## src/sv/assert_macros.svh

```systemverilog
// assertion macros shared by the structure factor engine modules
// no dependencies; taken in by include where assertions are written
`ifndef ASSERT_MACROS_SVH
`define ASSERT_MACROS_SVH

// antecedent implies consequent in the same cycle
`define ESF_ASSERT_IMP(label, clk, rst, ante, cons, msg) \
  label: assert property (@(posedge clk) disable iff (rst) (ante) |-> (cons)) \
    else $error(msg);

// antecedent implies consequent in the next cycle
`define ESF_ASSERT_NEXT(label, clk, rst, ante, cons, msg) \
  label: assert property (@(posedge clk) disable iff (rst) (ante) |=> (cons)) \
    else $error(msg);

`endif

```

## src/sv/esf_pkg.sv

```systemverilog
// types, codes and arithmetic helpers of the structure factor engine
// no dependencies; used by every module of the block
package esf_pkg;

  localparam int unsigned MAX_G_DEF    = 4096;
  localparam int unsigned CFG_W        = 13;
  localparam int unsigned QDEPTH       = 2;
  localparam int unsigned CORDIC_STEPS = 24;
  localparam logic signed [33:0] CORDIC_GAIN = 34'sd652032874;

  localparam logic [3:0] OP_LOAD       = 4'd0;
  localparam logic [3:0] OP_CLEAR      = 4'd1;
  localparam logic [3:0] OP_COPY       = 4'd2;
  localparam logic [3:0] OP_ADD        = 4'd3;
  localparam logic [3:0] OP_E_TRIAL    = 4'd4;
  localparam logic [3:0] OP_E_COMMIT   = 4'd5;
  localparam logic [3:0] OP_CM_COPY    = 4'd6;
  localparam logic [3:0] OP_CM_ADD     = 4'd7;
  localparam logic [3:0] OP_CM_SUB     = 4'd8;

  localparam logic [2:0] K_NOP    = 3'd0;
  localparam logic [2:0] K_LOAD   = 3'd1;
  localparam logic [2:0] K_CLEAR  = 3'd2;
  localparam logic [2:0] K_COPY   = 3'd3;
  localparam logic [2:0] K_ADD    = 3'd4;
  localparam logic [2:0] K_ENERGY = 3'd5;
  localparam logic [2:0] K_COMMIT = 3'd6;

  localparam logic [1:0] CM_COPY = 2'd0;
  localparam logic [1:0] CM_ADD  = 2'd1;
  localparam logic [1:0] CM_SUB  = 2'd2;

  localparam logic [1:0] STS_OK        = 2'd0;
  localparam logic [1:0] STS_BAD_INDEX = 2'd1;
  localparam logic [1:0] STS_SAT       = 2'd2;

  typedef struct packed {
    logic [2:0]         kind;
    logic               trial;
    logic [1:0]         cmode;
    logic               bad;
    logic [11:0]        index;
    logic signed [31:0] gvec_x;
    logic signed [31:0] gvec_y;
    logic signed [31:0] gvec_z;
    logic [31:0]        weight;
    logic signed [31:0] pos_x;
    logic signed [31:0] pos_y;
    logic signed [31:0] pos_z;
    logic signed [31:0] charge;
    logic               halve;
  } cmd_t;

  typedef struct packed {
    logic valid;
    cmd_t cmd;
  } fq_t;

  typedef struct packed {
    logic pop;
    logic init_busy;
  } bk_stat_t;

  function automatic logic [29:0] atan_turn(input logic [4:0] i);
    logic [29:0] r;
    unique case (i)
      5'd0:  r = 30'd536870912;
      5'd1:  r = 30'd316933406;
      5'd2:  r = 30'd167458907;
      5'd3:  r = 30'd85004756;
      5'd4:  r = 30'd42667331;
      5'd5:  r = 30'd21354465;
      5'd6:  r = 30'd10679838;
      5'd7:  r = 30'd5340245;
      5'd8:  r = 30'd2670163;
      5'd9:  r = 30'd1335087;
      5'd10: r = 30'd667544;
      5'd11: r = 30'd333772;
      5'd12: r = 30'd166886;
      5'd13: r = 30'd83443;
      5'd14: r = 30'd41722;
      5'd15: r = 30'd20861;
      5'd16: r = 30'd10430;
      5'd17: r = 30'd5215;
      5'd18: r = 30'd2608;
      5'd19: r = 30'd1304;
      5'd20: r = 30'd652;
      5'd21: r = 30'd326;
      5'd22: r = 30'd163;
      5'd23: r = 30'd81;
      default: r = 30'd0;
    endcase
    return r;
  endfunction

  // {overflow, clamped sum}
  function automatic logic [64:0] sat_add64(input logic signed [63:0] a,
                                            input logic signed [63:0] b);
    logic signed [63:0] r;
    logic ovf;
    r = a + b;
    ovf = (a[63] == b[63]) && (r[63] != a[63]);
    if (ovf) begin
      r = a[63] ? {1'b1, 63'd0} : {1'b0, {63{1'b1}}};
    end
    return {ovf, r};
  endfunction

  function automatic logic [64:0] sat_sub64(input logic signed [63:0] a,
                                            input logic signed [63:0] b);
    logic signed [63:0] r;
    logic ovf;
    r = a - b;
    ovf = (a[63] != b[63]) && (r[63] != a[63]);
    if (ovf) begin
      r = a[63] ? {1'b1, 63'd0} : {1'b0, {63{1'b1}}};
    end
    return {ovf, r};
  endfunction

endpackage

```

## src/sv/esf_if.sv

```systemverilog
// item channels of the structure factor engine: command in, result out
// no dependencies
interface esf_cmd_if;
  logic               valid;
  logic               ready;
  logic [3:0]         op;
  logic [11:0]        index;
  logic signed [31:0] gvec_x;
  logic signed [31:0] gvec_y;
  logic signed [31:0] gvec_z;
  logic [31:0]        weight;
  logic signed [31:0] pos_x;
  logic signed [31:0] pos_y;
  logic signed [31:0] pos_z;
  logic signed [31:0] charge;
  logic               halve;
  modport source (output valid, op, index, gvec_x, gvec_y, gvec_z, weight,
                  pos_x, pos_y, pos_z, charge, halve, input ready);
  modport sink (input valid, op, index, gvec_x, gvec_y, gvec_z, weight,
                pos_x, pos_y, pos_z, charge, halve, output ready);
endinterface


```

## src/sv/esf_front.sv

```systemverilog
// front end: accepts command items, decodes them and queues them
// depends on esf_pkg, esf_if and assert_macros.svh
`include "assert_macros.svh"
module esf_front #(
  parameter int unsigned MAX_G = esf_pkg::MAX_G_DEF
) (
  input  logic              clk,
  input  logic              rst,
  esf_cmd_if.sink           cmd,
  input  esf_pkg::bk_stat_t stat,
  output esf_pkg::fq_t      fq
);
  import esf_pkg::*;

  localparam int unsigned QAW = (QDEPTH > 1) ? $clog2(QDEPTH) : 1;
  localparam int unsigned QCW = $clog2(QDEPTH + 1);

  cmd_t           qmem [QDEPTH];
  logic [QAW-1:0] wp;
  logic [QAW-1:0] rp;
  logic [QCW-1:0] cnt;
  cmd_t           nc;
  logic           push;
  logic           pop;

  always_comb begin
    nc = '0;
    nc.index  = cmd.index;
    nc.gvec_x = cmd.gvec_x;
    nc.gvec_y = cmd.gvec_y;
    nc.gvec_z = cmd.gvec_z;
    nc.weight = cmd.weight;
    nc.pos_x  = cmd.pos_x;
    nc.pos_y  = cmd.pos_y;
    nc.pos_z  = cmd.pos_z;
    nc.charge = cmd.charge;
    nc.halve  = cmd.halve;
    nc.kind   = K_NOP;
    unique case (cmd.op)
      OP_LOAD: begin
        nc.kind = K_LOAD;
        nc.bad  = (32'(cmd.index) >= MAX_G);
      end
      OP_CLEAR:    nc.kind = K_CLEAR;
      OP_COPY:     nc.kind = K_COPY;
      OP_ADD:      nc.kind = K_ADD;
      OP_E_TRIAL: begin
        nc.kind  = K_ENERGY;
        nc.trial = 1'b1;
      end
      OP_E_COMMIT: nc.kind = K_ENERGY;
      OP_CM_COPY: begin
        nc.kind  = K_COMMIT;
        nc.cmode = CM_COPY;
      end
      OP_CM_ADD: begin
        nc.kind  = K_COMMIT;
        nc.cmode = CM_ADD;
      end
      OP_CM_SUB: begin
        nc.kind  = K_COMMIT;
        nc.cmode = CM_SUB;
      end
      default:     nc.kind = K_NOP;
    endcase
  end

  assign cmd.ready = (cnt != QCW'(QDEPTH)) && !stat.init_busy;
  assign push      = cmd.valid && cmd.ready;
  assign pop       = stat.pop;
  assign fq.valid  = (cnt != '0);
  assign fq.cmd    = qmem[rp];

  always_ff @(posedge clk) begin
    if (push) begin
      qmem[wp] <= nc;
    end
  end

  always_ff @(posedge clk) begin
    if (rst) begin
      wp  <= '0;
      rp  <= '0;
      cnt <= '0;
    end else begin
      if (push) begin
        wp <= (wp == QAW'(QDEPTH - 1)) ? '0 : wp + 1'b1;
      end
      if (pop) begin
        rp <= (rp == QAW'(QDEPTH - 1)) ? '0 : rp + 1'b1;
      end
      if (push && !pop) begin
        cnt <= cnt + 1'b1;
      end else if (pop && !push) begin
        cnt <= cnt - 1'b1;
      end
    end
  end

  `ESF_ASSERT_IMP(a_cnt_bound, clk, rst, 1'b1, cnt <= QCW'(QDEPTH), "queue overfilled")
  `ESF_ASSERT_IMP(a_pop_nonempty, clk, rst, pop, cnt != '0, "pop from empty queue")
  `ESF_ASSERT_IMP(a_init_block, clk, rst, stat.init_busy, !cmd.ready, "item taken during clear")

endmodule

```

## src/flat_wrapper.sv

```systemverilog
// flat-port wrapper written by rule: the top's interface ports become plain ports
module esf_front_flat import esf_pkg::*;
#(
  parameter int unsigned MAX_G = esf_pkg::MAX_G_DEF
)
  (clk, rst, stat, fq, cmd_valid, cmd_op, cmd_index, cmd_gvec_x, cmd_gvec_y, cmd_gvec_z, cmd_weight, cmd_pos_x, cmd_pos_y, cmd_pos_z, cmd_charge, cmd_halve, cmd_ready);
  esf_cmd_if cmd_i ();
  input  logic clk;
  input  logic rst;
  input  esf_pkg::bk_stat_t stat;
  output esf_pkg::fq_t fq;
  input wire logic [$bits(cmd_i.valid)-1:0] cmd_valid;
  input wire logic [$bits(cmd_i.op)-1:0] cmd_op;
  input wire logic [$bits(cmd_i.index)-1:0] cmd_index;
  input wire logic [$bits(cmd_i.gvec_x)-1:0] cmd_gvec_x;
  input wire logic [$bits(cmd_i.gvec_y)-1:0] cmd_gvec_y;
  input wire logic [$bits(cmd_i.gvec_z)-1:0] cmd_gvec_z;
  input wire logic [$bits(cmd_i.weight)-1:0] cmd_weight;
  input wire logic [$bits(cmd_i.pos_x)-1:0] cmd_pos_x;
  input wire logic [$bits(cmd_i.pos_y)-1:0] cmd_pos_y;
  input wire logic [$bits(cmd_i.pos_z)-1:0] cmd_pos_z;
  input wire logic [$bits(cmd_i.charge)-1:0] cmd_charge;
  input wire logic [$bits(cmd_i.halve)-1:0] cmd_halve;
  output wire logic [$bits(cmd_i.ready)-1:0] cmd_ready;
  assign cmd_i.valid = cmd_valid;
  assign cmd_i.op = cmd_op;
  assign cmd_i.index = cmd_index;
  assign cmd_i.gvec_x = cmd_gvec_x;
  assign cmd_i.gvec_y = cmd_gvec_y;
  assign cmd_i.gvec_z = cmd_gvec_z;
  assign cmd_i.weight = cmd_weight;
  assign cmd_i.pos_x = cmd_pos_x;
  assign cmd_i.pos_y = cmd_pos_y;
  assign cmd_i.pos_z = cmd_pos_z;
  assign cmd_i.charge = cmd_charge;
  assign cmd_i.halve = cmd_halve;
  assign cmd_ready = cmd_i.ready;
  esf_front #(.MAX_G(MAX_G)) u_core (.clk(clk), .rst(rst), .cmd(cmd_i), .stat(stat), .fq(fq));
endmodule
```

## config.mk

```make
export PLATFORM = sky130hd
export DESIGN_NAME = esf_front_flat
export DESIGN_NICKNAME = d
export VERILOG_FILES = /design/src/sv/esf_pkg.sv /design/src/sv/esf_if.sv /design/src/sv/esf_front.sv /design/src/flat_wrapper.sv
export VERILOG_INCLUDE_DIRS = /design/src /design/src/sv
export SDC_FILE = /design/constraint.sdc
export NUM_CORES = 1
export LEC_CHECK = 0
export ABC_AREA = 1
export BUFFER_PORTS_ARGS = -buffer_cell sky130_fd_sc_hd__buf_2
export CAP_MARGIN = 40
export CORE_MARGIN = 8
export CORE_UTILIZATION = 45
export CTS_CLUSTER_DIAMETER = 40
export DETAILED_ROUTE_END_ITERATION = 7
export PLACE_DENSITY = 0.76
export SLEW_MARGIN = 0
export SYNTH_ARGS = -nofsm -noshare
export SYNTH_HDL_FRONTEND = slang
export SYNTH_SLANG_ARGS = --single-unit
export TNS_END_PERCENT = 100
```

## constraint.sdc

```tcl
create_clock -name clk -period 32.6 [get_ports clk]
set_clock_uncertainty 0.1 [all_clocks]
set_input_delay 0 -clock clk [delete_from_list [all_inputs] [get_ports clk]]
set_output_delay 0 -clock clk [all_outputs]
set_load 0.03 [all_outputs]
```

Word level (Yosys, flattened, before mapping)
Memories as Yosys holds them, arrays and structs flattened. A register that Yosys moved wholly into a read port is not among the register bits.
Index checks and enable logic that the tools add are counted.
{"block": "op_classes", "addsub": 4, "n_eq_ne": 9, "n_mux": 11, "reduce_logical": 12}
{"cell": "3-bit case mux with 6 select lines", "n": 1}
{"cell": "4-bit by 3-bit equality test with 1-bit output (second input constant)", "n": 4}
{"cell": "4-bit by 2-bit equality test with 1-bit output (second input constant)", "n": 2}
{"cell": "1-bit 2-to-1 mux", "n": 7}
{"cell": "4-bit by 1-bit equality test with 1-bit output (second input constant)", "n": 1}
{"cell": "4-bit equality test (second input constant)", "n": 1}
{"cell": "1-bit logical AND", "n": 4}
{"cell": "4-bit zero test", "n": 1}
{"cell": "2-bit 2-to-1 mux", "n": 2}
{"cell": "2-bit case mux with 2 select lines", "n": 1}
{"cell": "2-bit nonzero test", "n": 2}
{"cell": "1-bit zero test", "n": 3}
{"cell": "3-bit OR reduction", "n": 1}
{"cell": "1-bit adder (second input constant)", "n": 2}
{"cell": "2-bit by 1-bit adder with 2-bit output (second input constant)", "n": 1}
{"cell": "2-bit inequality test (second input constant)", "n": 1}
{"cell": "2-bit OR reduction", "n": 1}
{"cell": "2-bit by 1-bit subtractor with 2-bit output (second input constant)", "n": 1}
{"block": "word_totals", "register_bits": 4, "ram_bits": 550, "input_bits": 278, "out_inout_bits": 278, "elab_cells": 40, "n_memories": 1}
{"name": "u_core.qmem", "words": 2, "word_bits": 275, "rd": 1, "rd_clocked_by_memory_dff": 1, "wr": 1, "line_no": "esf_front.sv:18", "source": "cmd_t qmem [QDEPTH];"}

Longest topological paths before layout
Gate-level depths: netlist (run 1).
{"block": "depth", "ltp_word": 7, "mapped_depth": 11, "depth_no_buf": 11}

Worst setup path after synthesis (run 1)
OpenSTA, ideal clock, no wires.
{"block": "synth_path", "kind": "flip-flop to flip-flop", "startpoint": "register u_core.cnt[0]", "endpoint": "memory u_core.qmem[0][0] (netlist name) (enable)", "setup_ps": 916, "arrival_time_ps": 11958, "t_required_ps": 31584, "path_slack_ps": 19626, "stages_incl_launch_ff": 5, "path_buffers": 0, "period_less_slack_ps": 12974, "path_cell_list": "dfxtp_1 > inv_1 > nand2_1 > nand3_1 > nor2_1"}
{"block": "synth_via", "elab_chain_len": 5}
{"element": "from (decl)", "line_no": "esf_front.sv:21", "source": "logic [QCW-1:0] cnt;"}
{"element": "from (signal assigned)", "line_no": "esf_front.sv:93", "source": "cnt <= cnt + 1'b1;"}
{"element": "from (signal assigned)", "line_no": "esf_front.sv:95", "source": "cnt <= cnt - 1'b1;"}
{"element": "2-bit inequality test", "line_no": "esf_front.sv:68", "source": "assign cmd.ready = (cnt != QCW'(QDEPTH)) && !stat.init_busy;"}
{"element": "1-bit logical AND", "line_no": "esf_front.sv:68"}
{"element": "1-bit logical AND", "line_no": "esf_front.sv:69", "source": "assign push = cmd.valid && cmd.ready;"}
{"element": "1-bit 2-to-1 mux", "line_no": "esf_front.sv:75", "source": "if (push) begin"}
{"element": "1-bit 2-to-1 mux (not written as such)", "line_no": "esf_front.sv:76", "source": "qmem[wp] <= nc;"}
{"element": "to (decl)", "line_no": "esf_front.sv:18"}
Every way passes these cells.

Worst setup path after layout (run 1)
{"block": "layout_path", "startpoint": "register u_core.cnt[0]", "endpoint": "memory u_core.qmem[0][128] (netlist name) (enable)"}
Same word-level chain as after synthesis.

==> impl_metrics.env, run 1 <==
export IMPL_clk_latency_ns=0.58
export IMPL_grt_pass1_vias=13900
export IMPL_drc_errors=0
export IMPL_drt_first_iter_violations=840
export IMPL_cts_buffers=70
export IMPL_p_per_area_nw_per_um2=62.8
export IMPL_grt_max_degree=148
export IMPL_fp_dieH_um=229
export IMPL_syn_mean_instance_area_um2=22.3
export IMPL_die_w_um=229
export IMPL_path_cells="inv_1, nand2_1, nand3_1, nor2_4, buf_4, buf_4"
export IMPL_cp_max_fo=61
export IMPL_first_pass_iters=5
export IMPL_leakage_nw=11.1
export IMPL_grt_pass1_wl_um=83900
export IMPL_synth_top_area_share_pct=81.1
export IMPL_r2r_cells=6
export IMPL_critical_path_slowest_cell="buf_4"
export IMPL_cpPeakStageDelay_ns=0.77
export IMPL_rsz0062_at_grt="no"
export IMPL_drv_cap=0
export IMPL_dpl_cell_area_um2=23800
export IMPL_nNetsFinal=2122
export IMPL_period_share_pct=11.3
export IMPL_drive_above_1_share_pct=50.3
export IMPL_worst_slew_pin_slew_ns=0.953
export IMPL_antenna_left=0
export IMPL_min_path_type="in -> reg"
export IMPL_cp_common_cell="buf_4"
export IMPL_final_cells=2500
export IMPL_syn_to_final_growth_pct=44.0
export IMPL_relSlewSlack_pct=36.5
export IMPL_yosys_area_top_type="edfxtp_1"
export IMPL_hp_start="cmd_gvec_x[17]"
export IMPL_h_tree_depth=3
export IMPL_synthTopCellsByArea="edfxtp_1, mux2_2, buf_6"
export IMPL_cts_resized=0
export IMPL_gp_congestion=0.784
export IMPL_wire_per_inst_um=22.8
export IMPL_finalHoldViolations=0
export IMPL_numClockSinks=555
export IMPL_endpoint_kind="flip-flop"
export IMPL_period_minus_slack_ns=3.68
export IMPL_syn_nets=1193
export IMPL_synthCells=914
export IMPL_ys_warn_count=0
export IMPL_finalMaxSlewViolations=0
export IMPL_std_cell_rows=78
export IMPL_path_class="reg -> reg"
export IMPL_whs_endpoint="u_core.qmem[1][242]$_DFFE_PP_"
export IMPL_status="completed"
export IMPL_core_area_um2=45000
export IMPL_ys_seq_elements=555
export IMPL_setup_slack_ns=28.92
export IMPL_fmaxAchievable_mhz=272
export IMPL_die_area_um2=52300
export IMPL_setup_viol=0
export IMPL_ys_types=20
export IMPL_num_vias=12400
export IMPL_cp_start_kind="flip-flop"
export IMPL_hpwl_um=33300
export IMPL_ys_seq_area_share_pct=81.6
export IMPL_required_ns=32.69
export IMPL_design_area_um2=29300
export IMPL_grt_antenna_before_repair=3
export IMPL_cts_root_buffer="clkbuf_16"
export IMPL_numPortBuffers=554
export IMPL_wl_um=57100
export IMPL_reg2reg_from="u_core.cnt[0]$_SDFFE_PP0P_"
export IMPL_critPathBufInv=3
export IMPL_hold_depth=2
export IMPL_grtUsageTotal_pct=21.0
export IMPL_dp_cells=2049
export IMPL_r2r_setup_slack_ns=28.92
export IMPL_ir_drop_v=0.0000477
export IMPL_ios=556
export IMPL_critical_path_top_delay_family="buffers and inverters"
export IMPL_clockBufferDepth=3
export IMPL_syn_area_um2=20400
export IMPL_reg2reg_to="u_core.qmem[0][128]$_DFFE_PP_"
export IMPL_crit_arrival_ns=3.77
export IMPL_tns_ns=0
export IMPL_place_ws_ns=29.08
export IMPL_overflow=0
export IMPL_start_util_pct=45.3
export IMPL_cts_clk_slew_worst_paths_ns=0.06
export IMPL_viasPerCell=4.97
export IMPL_cts_tree="yes"
Yosys cell counts:
cell	number
edfxtp_1	550
mux2_2	254
buf_6	29
mux2_4	20
inv_1	16
nand2_1	11
nor2_1	8
dfxtp_1	5
a21oi_1	4
nand3_1	3
nand4_1	3
buf_2	2
o21ai_0	2
buf_4	1
conb_1	1
ha_1	1
mux2_1	1
nand3b_1	1
o31ai_1	1
xnor2_1	1
cell type report:
type / instances / area (µm²)
tap: 600 / 751
inverter: 16 / 67.6
sequential: 555 / 16600
clock inverter: 51 / 533
multi-input combinational: 311 / 3350
clock buffer: 75 / 1790
timing repair buffer: 889 / 6200
antenna: 3 / 7.51
fill: 2865 / 15700
through the flow:
| step | utilization (%) | hold WS, ns | total power, mW |
|---|---|---|---|
| final | 65.2 | 0.0315 | 1.84 |
| after global routing | 65.2 | 0.0119 | 1.89 |
| after CTS | 65.2 | 0.0000894 | 1.84 |
| after detailed placement | 52.8 | 0.0907 | 1.05 |
| after global placement | 52.5 | 0.0867 | 1.04 |
| after floorplan | - | -0.0285 | 0.991 |
worst register-to-register path: cells and delay by family, from the launching register on:
family | cells | cell delay, ns
buffers and inverters | 3 | 1.75
AND/OR/NAND/NOR | 3 | 1.00
flip-flops | 1 | 0.36
layout by cell type (no fill, tap or decap), drive strengths merged:
cell type	netlist	layout
nand3	3	3
clkbuf	0	75
clkinv	0	28
o21ai	2	2
nor2	8	8
dfxtp	5	5
conb	1	1
buf	32	567
edfxtp	550	550
a21oi	4	4
xnor2	1	1
diode	0	3
mux2	275	275
ha	1	1
nand3b	1	1
nand2	11	11
nand4	3	3
inv	16	26
dlygate4sd3	0	322
o31ai	1	1
bufinv	0	7
clkinvlp	0	6
worst max-delay path by stage:
stage,from,end,slack [ns],depth (start not counted)
floorplan,u_core.cnt[0]$_SDFFE_PP0P_,u_core.qmem[0][0]$_DFFE_PP_,19.63,4
global placement,u_core.cnt[0]$_SDFFE_PP0P_,u_core.qmem[1][196]$_DFFE_PP_,28.73,6
detailed placement,u_core.cnt[0]$_SDFFE_PP0P_,u_core.qmem[0][70]$_DFFE_PP_,29.08,6
CTS,u_core.cnt[0]$_SDFFE_PP0P_,u_core.qmem[0][164]$_DFFE_PP_,29.08,6
global route,u_core.cnt[0]$_SDFFE_PP0P_,u_core.qmem[0][128]$_DFFE_PP_,28.74,6
finish,u_core.cnt[0]$_SDFFE_PP0P_,u_core.qmem[0][128]$_DFFE_PP_,28.92,6
cells by family after synthesis:
kind of cell / synth area share [%]
compound gates: 0.184
xor+xnor: 0.0430
fa+ha+maj: 0.0614
buf+inv: 1.98
flops: 81.6
mux: 15.6
other cells: 0.0184
simple gates: 0.553
where the power goes:
| part | leakage [nW] | total (mW) | switching (mW) | internal [mW] |
|---|---|---|---|---|
| Sequential | 5.07 | 0.827 | 0.00863 | 0.818 |
| Combinational | 4.89 | 0.246 | 0.149 | 0.0976 |
| Clock | 1.12 | 0.769 | 0.308 | 0.461 |
registers in the layout (all words and copies together) (netlist names), named ones only:
name	cells
u_core.wp	1
u_core.cnt	2
u_core.qmem	550
u_core.rp	1
routing by layer:
metal	vias to the layer above	wire length [µm]	track usage [%]
met2	620	30700	38.3
li1	5501	-	-
met5	-	0	0
met4	0	2410	10.9
met1	6188	19800	21.7
met3	127	4190	5.82
repair_timing:
| action | in CTS | in global routing |
|---|---|---|
| hold buffers | 322 | 0 |
| endpoints found under the hold margin | 609 | 0 |
| buffers inserted | 0 | 0 |
Note: power is estimated with default switching activity, not from simulation.
==> run 2, diff against run 1 <==
--- a/config.mk
+++ b/config.mk
@@ -6,14 +6,14 @@
 export SDC_FILE = /design/constraint.sdc
 export NUM_CORES = 1
 export LEC_CHECK = 0
-export ABC_AREA = 1
+export ABC_AREA = 0
 export BUFFER_PORTS_ARGS = -buffer_cell sky130_fd_sc_hd__buf_2
 export CAP_MARGIN = 40
 export CORE_MARGIN = 8
 export CORE_UTILIZATION = 45
 export CTS_CLUSTER_DIAMETER = 40
 export DETAILED_ROUTE_END_ITERATION = 7
-export PLACE_DENSITY = 0.76
+export PLACE_DENSITY = 0.78
 export SLEW_MARGIN = 0
 export SYNTH_ARGS = -nofsm -noshare
 export SYNTH_HDL_FRONTEND = slang
==> constraint.sdc (replaced) <==
create_clock -name clk -period 3 [get_ports clk]
set_clock_uncertainty 0.1 [all_clocks]
set_input_delay 0 -clock clk [delete_from_list [all_inputs] [get_ports clk]]
set_output_delay 0 -clock clk [all_outputs]
set_load 0.03 [all_outputs]
==> impl_metrics.env, run 2 <==
export IMPL_drt_first_iter_violations=818
export IMPL_grt_max_degree=93
export IMPL_path_class="reg -> out"
export IMPL_post_cts_repair_setup_buffers=0
export IMPL_endpoint_kind="primary output"
export IMPL_critPathBufInv=2
export IMPL_numPortBuffers=554
export IMPL_yosys_top_cells_count="edfxtp_1, mux2_4, mux2_2"
export IMPL_syn_mean_instance_area_um2=23.8
export IMPL_cp_max_fo=29
export IMPL_wl_um=56500
export IMPL_register_area_um2=16600
export IMPL_hpwl_um=33700
export IMPL_core_area_um2=46600
export IMPL_overflow=0
export IMPL_synth_top_area_share_pct=77.7
export IMPL_ys_warn_count=0
export IMPL_relSlewSlack_pct=62.4
export IMPL_numClockSinks=555
export IMPL_ys_seq_elements=555
export IMPL_r2r_setup_slack_ns=0.86
export IMPL_synthCells=893
export IMPL_start_util_pct=45.7
export IMPL_multi_input_area_um2=4260
export IMPL_rsz0062_at_grt="no"
export IMPL_ys_flop_type="edfxtp_1"
export IMPL_viasPerCell=4.91
export IMPL_drc_errors=0
export IMPL_critical_path_top_delay_family="buffers and inverters"
export IMPL_ys_seq_area_share_pct=78.2
export IMPL_yosys_area_top_type="edfxtp_1"
export IMPL_setup_viol=0
export IMPL_num_vias=12200
export IMPL_gp_congestion=0.796
export IMPL_reg2reg_to="u_core.qmem[1][121]$_DFFE_PP_"
export IMPL_p_per_area_nw_per_um2=669
export IMPL_fp_dieH_um=233
export IMPL_finalHoldViolations=0
export IMPL_cts_resized=0
export IMPL_largest_register_ff_count=550
export IMPL_grt_pass1_vias=13600
export IMPL_period_share_pct=82.5
export IMPL_synth_edff_count=550
export IMPL_whs_ns=0.0445
export IMPL_syn_to_final_growth_pct=41.3
export IMPL_drive_above_1_share_pct=52.1
export IMPL_grtUsageTotal_pct=19.9
export IMPL_crit_cells=3
export IMPL_clockBufferDepth=3
export IMPL_status="completed"
export IMPL_min_path_type="in -> reg"
export IMPL_worst_slew_pin_slew_ns=0.564
export IMPL_leakage_nw=11.9
export IMPL_ir_drop_v=0.000574
export IMPL_top_regs="u_core.qmem (550), u_core.cnt (2)"
export IMPL_crit_arrival_ns=2.38
export IMPL_largest_register="u_core.qmem"
export IMPL_syn_nets=1172
export IMPL_die_w_um=233
export IMPL_critical_path_slowest_cell="dfxtp_4"
export IMPL_synthTopCellsByArea="edfxtp_1, mux2_4, mux2_2"
export IMPL_fill_cells=2897
export IMPL_finalMaxSlewViolations=0
export IMPL_wire_per_inst_um=22.7
export IMPL_cts_root_buffer="clkbuf_16"
export IMPL_antenna_left=0
export IMPL_synth_most_common_cell="edfxtp_1"
export IMPL_r2r_cells=4
export IMPL_clk_latency_ns=0.58
export IMPL_cts_hold_buf=300
export IMPL_path_cells="buf_4, mux2_4, buf_2"
export IMPL_final_common_cell="buf_2"
export IMPL_dpl_cell_area_um2=24800
export IMPL_grt_pass1_wl_um=81300
export IMPL_h_tree_depth=3
export IMPL_design_area_um2=30000
export IMPL_first_pass_iters=5
export IMPL_fmaxAchievable_mhz=404
export IMPL_die_area_um2=54500
export IMPL_nNetsFinal=2090
export IMPL_cp_start_kind="flip-flop"
export IMPL_cts_tree="yes"
export IMPL_crit_path_end="fq[195]"
export IMPL_cts_clk_slew_worst_paths_ns=0.06
export IMPL_grt_antenna_before_repair=9
export IMPL_ys_async_sr_fraction_pct=0
export IMPL_layout_common_cells="buf_2, edfxtp_1, dlygate4sd3_1"
export IMPL_period_minus_slack_ns=2.48
export IMPL_syn_area_um2=21300
export IMPL_std_cell_rows=79
export IMPL_reg2reg_from="u_core.cnt[1]$_SDFFE_PP0P_"
export IMPL_cpPeakStageDelay_ns=0.71
export IMPL_drv_cap=0
export IMPL_ys_types=27
export IMPL_cts_buffers=68
export IMPL_tns_ns=0
export IMPL_required_ns=2.90
export IMPL_ios=556
-- run 2: cell types whose count changed in the layout (fill, tap and decap cells not counted), moves of 11 or more --
| cell | change |
|---|---|
| mux2_4 | +230 |
| buf_12 | +11 |
| inv_1 | -13 |
| dlygate4sd3_1 | -22 |
| nand2_1 | -11 |
| mux2_2 | -228 |
-- run 2: power breakdown --
part | internal [mW] | switching [mW]
clock network | 4.73 | 3.28
registers | 8.94 | 0.125
logic | 1.30 | 1.74
total | 15.0 | 5.15
-- run 2: worst min path at each step --
stage	slack, ns	cells past startpoint	start	endpoint
after floorplan	-0.04	1	rst	u_core.cnt[0]$_SDFFE_PP0P_
final	0.04	2	cmd_pos_z[7]	u_core.qmem[1][40]$_DFFE_PP_
after CTS	0.0009	2	cmd_weight[0]	u_core.qmem[0][129]$_DFFE_PP_
after detailed placement	0.09	1	cmd_pos_z[0]	u_core.qmem[0][33]$_DFFE_PP_
after global placement	0.09	1	cmd_gvec_y[27]	u_core.qmem[1][220]$_DFFE_PP_
after global routing	0.007	2	cmd_charge[31]	u_core.qmem[0][32]$_DFFE_PP_
-- run 2: layout make-up --
| type | count | share of cell area (%) |
|---|---|---|
| clock buffer | 78 | 5.93 |
| inverter | 2 | 0.0250 |
| multi-input combinational | 304 | 14.2 |
| sequential | 555 | 55.3 |
| clock inverter | 46 | 1.51 |
| antenna | 11 | 0.0916 |
| timing repair buffer | 880 | 20.4 |
| tap | 607 | 2.53 |
-- run 2: stage by stage --
stage | setup WS, ns | std cells | power [mW] | utilization (%)
6_report | 0.525 | 2483 | 20.1 | 64.5
4_1_cts | 0.423 | 2472 | 20.2 | 64.5
3_5_place_dp | 0.869 | 2048 | 11.9 | 53.2
5_1_grt | 0.380 | 2480 | 20.7 | 64.5
3_3_place_gp | 0.909 | 2048 | 11.8 | 53.2
2_1_floorplan | -2.39 | 893 | 11.1 | -
-- run 2: kinds of logic after synthesis --
family,after synthesis,share of synthesized area (%)
and+or+nand+nor,16,0.530
other,1,0.0176
muxes,276,19.0
AOI/OAI and AO/OA,6,0.153
xor gates and xnor gates,4,0.165
adders and majority gates,1,0.0588
DFF,555,78.2
buffers and inverters,34,1.89
-- run 2: worst reg2reg max path, cell delays in order, from the launching register on --
cell and delay (ns):
dfxtp_1 0.32, nor2b_4 0.14, nor3b_4 0.24, and2_4 0.41
buf_12 0.42
-- run 2: routing by layer --
layer,vias to the layer above,routed length (µm),global-route usage [%]
met3,134,4260,5.52
met2,616,30400,36.0
met5,-,0,0
li1,5431,-,-
met4,0,2360,10.1
met1,6010,19400,20.9
==> run 3, diff against run 2 <==
--- a/config.mk
+++ b/config.mk
@@ -13,7 +13,7 @@
 export CORE_UTILIZATION = 45
 export CTS_CLUSTER_DIAMETER = 40
 export DETAILED_ROUTE_END_ITERATION = 7
-export PLACE_DENSITY = 0.78
+export PLACE_DENSITY = 0.76
 export SLEW_MARGIN = 0
 export SYNTH_ARGS = -nofsm -noshare
 export SYNTH_HDL_FRONTEND = slang
==> constraint.sdc (replaced) <==
create_clock -name clk -period 2.5 [get_ports clk]
set_clock_uncertainty 0.1 [all_clocks]
set_input_delay 0 -clock clk [delete_from_list [all_inputs] [get_ports clk]]
set_output_delay 0 -clock clk [all_outputs]
set_load 0.03 [all_outputs]
==> impl_metrics.env, run 3 (same netlist as run 2, synthesis figures left out) <==
export IMPL_cts_root_buffer="clkbuf_16"
export IMPL_final_common_cell="buf_2"
export IMPL_grtUsageTotal_pct=20.2
export IMPL_r2r_setup_slack_ns=0.26
export IMPL_reg2reg_from="u_core.cnt[1]$_SDFFE_PP0P_"
export IMPL_p_total_mw=24.3
export IMPL_largest_register_ff_count=550
export IMPL_syn_to_final_growth_pct=42.4
export IMPL_clockBufferDepth=3
export IMPL_numPortBuffers=554
export IMPL_finalMaxSlewViolations=0
export IMPL_overflow=0
export IMPL_cpPeakStageDelay_ns=0.52
export IMPL_wl_um=57100
export IMPL_cp_start_kind="flip-flop"
export IMPL_fill_cells=2935
export IMPL_multi_input_area_um2=4260
export IMPL_nNetsFinal=2107
export IMPL_status="completed"
export IMPL_clk_latency_ns=0.58
export IMPL_crit_arrival_ns=2.18
export IMPL_start_util_pct=45.7
export IMPL_p_per_area_nw_per_um2=803
export IMPL_largest_register="u_core.qmem"
export IMPL_top_regs="u_core.qmem (550), u_core.cnt (2)"
export IMPL_crit_cells=4
export IMPL_crit_path_end="fq[229]"
export IMPL_reg2reg_to="u_core.cnt[1]$_SDFFE_PP0P_"
export IMPL_min_path_type="in -> reg"
export IMPL_std_cell_rows=79
export IMPL_first_pass_iters=5
export IMPL_layout_common_cells="buf_2, edfxtp_1, dlygate4sd3_1"
export IMPL_hpwl_um=35600
export IMPL_endpoint_kind="primary output"
export IMPL_die_area_um2=54500
export IMPL_path_class="reg -> out"
export IMPL_critPathBufInv=3
export IMPL_drv_cap=0
export IMPL_period_minus_slack_ns=2.28
export IMPL_grt_max_degree=60
export IMPL_r2r_cells=6
export IMPL_numClockSinks=555
export IMPL_grt_pass1_wl_um=81900
export IMPL_ios=556
export IMPL_finalHoldViolations=0
export IMPL_viasPerCell=4.94
export IMPL_wire_per_inst_um=22.9
export IMPL_leakage_nw=12.0
export IMPL_cts_clk_slew_worst_paths_ns=0.06
export IMPL_h_tree_depth=3
export IMPL_post_cts_repair_setup_buffers=0
export IMPL_grt_antenna_before_repair=8
export IMPL_tns_ns=0
export IMPL_core_area_um2=46600
export IMPL_period_share_pct=91.4
export IMPL_dp_cells=2058
export IMPL_path_cells="buf_12, buf_4, mux2_2, buf_2"
export IMPL_die_w_um=233
export IMPL_setup_viol=0
export IMPL_rsz0062_at_grt="no"
export IMPL_ir_drop_v=0.000642
export IMPL_grt_pass1_vias=13500
export IMPL_gp_congestion=0.784
export IMPL_drc_errors=0
export IMPL_drt_first_iter_violations=823
export IMPL_num_vias=12300
export IMPL_register_area_um2=16600
export IMPL_fmaxAchievable_mhz=438
export IMPL_fp_dieH_um=233
export IMPL_critical_path_top_delay_family="buffers and inverters"
export IMPL_cts_tree="yes"
export IMPL_cp_max_fo=16
export IMPL_final_cells=2494
export IMPL_critical_path_slowest_cell="dfxtp_4"
export IMPL_cts_buffers=66
export IMPL_required_ns=2.40
export IMPL_antenna_left=0
export IMPL_drive_above_1_share_pct=52.0
## run 3: cell count changes in the layout (fill, tap and decap cells not counted), sizes merged
| cell | change |
|---|---|
| dlygate4sd3 | +9 |
| buf | +10 |
| bufinv | +2 |
| diode | -4 |
| inv | -4 |
| clkbuf | +1 |
| clkinv | -3 |
## run 3: metal layers
metal  vias to the layer above  GRT usage [%]  share of wire, %
met1                      6146           22.3                36
met3                       123           5.46               7.9
met5                         -          0.275                 0
met2                       598           35.6                53
li1                       5450              -                 -
met4                         0           9.91               4.0
## run 3: worst min path at each step
stage	endpoint	from	cells past startpoint	slack [ns]
6_report	u_core.qmem[1][268]$_DFFE_PP_	cmd_index[11]	2	0.03
5_1_grt	u_core.qmem[0][34]$_DFFE_PP_	cmd_pos_z[1]	2	0.002
4_1_cts	u_core.qmem[1][167]$_DFFE_PP_	cmd_gvec_z[6]	2	0.0002
3_5_place_dp	u_core.qmem[0][229]$_DFFE_PP_	cmd_gvec_x[4]	1	0.09
3_3_place_gp	u_core.qmem[1][56]$_DFFE_PP_	cmd_pos_z[23]	1	0.09
2_1_floorplan	u_core.cnt[0]$_SDFFE_PP0P_	rst	1	-0.04
## run 3: per-stage QoR
stage          utilization (%)  hold WS, ns  setup slack, ns  cell area [µm²]
2_1_floorplan                -      -0.0350            -2.89            21300
3_3_place_gp              53.5       0.0873            0.559            24900
3_5_place_dp              53.5       0.0915            0.533            24900
4_1_cts                   65.0     0.000221            0.164            30300
5_1_grt                   65.0      0.00202            0.129            30300
6_report                  65.0       0.0336            0.216            30300
## run 3: worst register-to-register path: cells and delay by family (launching register included)
family                   cells  cell delay, ns
AND/OR/NAND/NOR              3            0.75
adder cells (fa/ha/maj)      1            0.29
buffers and inverters        1            0.57
AO/OA/AOI/OAI                1            0.14
flip-flops                   1            0.33
## run 3: power breakdown
part	switching, mW	internal [mW]	total [mW]
registers	0.140	10.7	10.9
logic	2.12	1.61	3.74
clock network	3.83	5.87	9.70
## run 3: layout make-up
type / count / share of cell area (%)
diodes: 7 / 0.0578
well taps: 607 / 2.51
clock inverters: 41 / 1.44
inverters: 2 / 0.0248
flip-flops and latches: 555 / 54.9
clock buffers: 79 / 5.97
repair buffers: 899 / 21.0
multi-input cells: 304 / 14.1
## run 3: what timing repair did
item / CTS / global route
resized for setup: 0 / 0
hold buffers: 309 / 0
hold endpoints to repair: 605 / 0
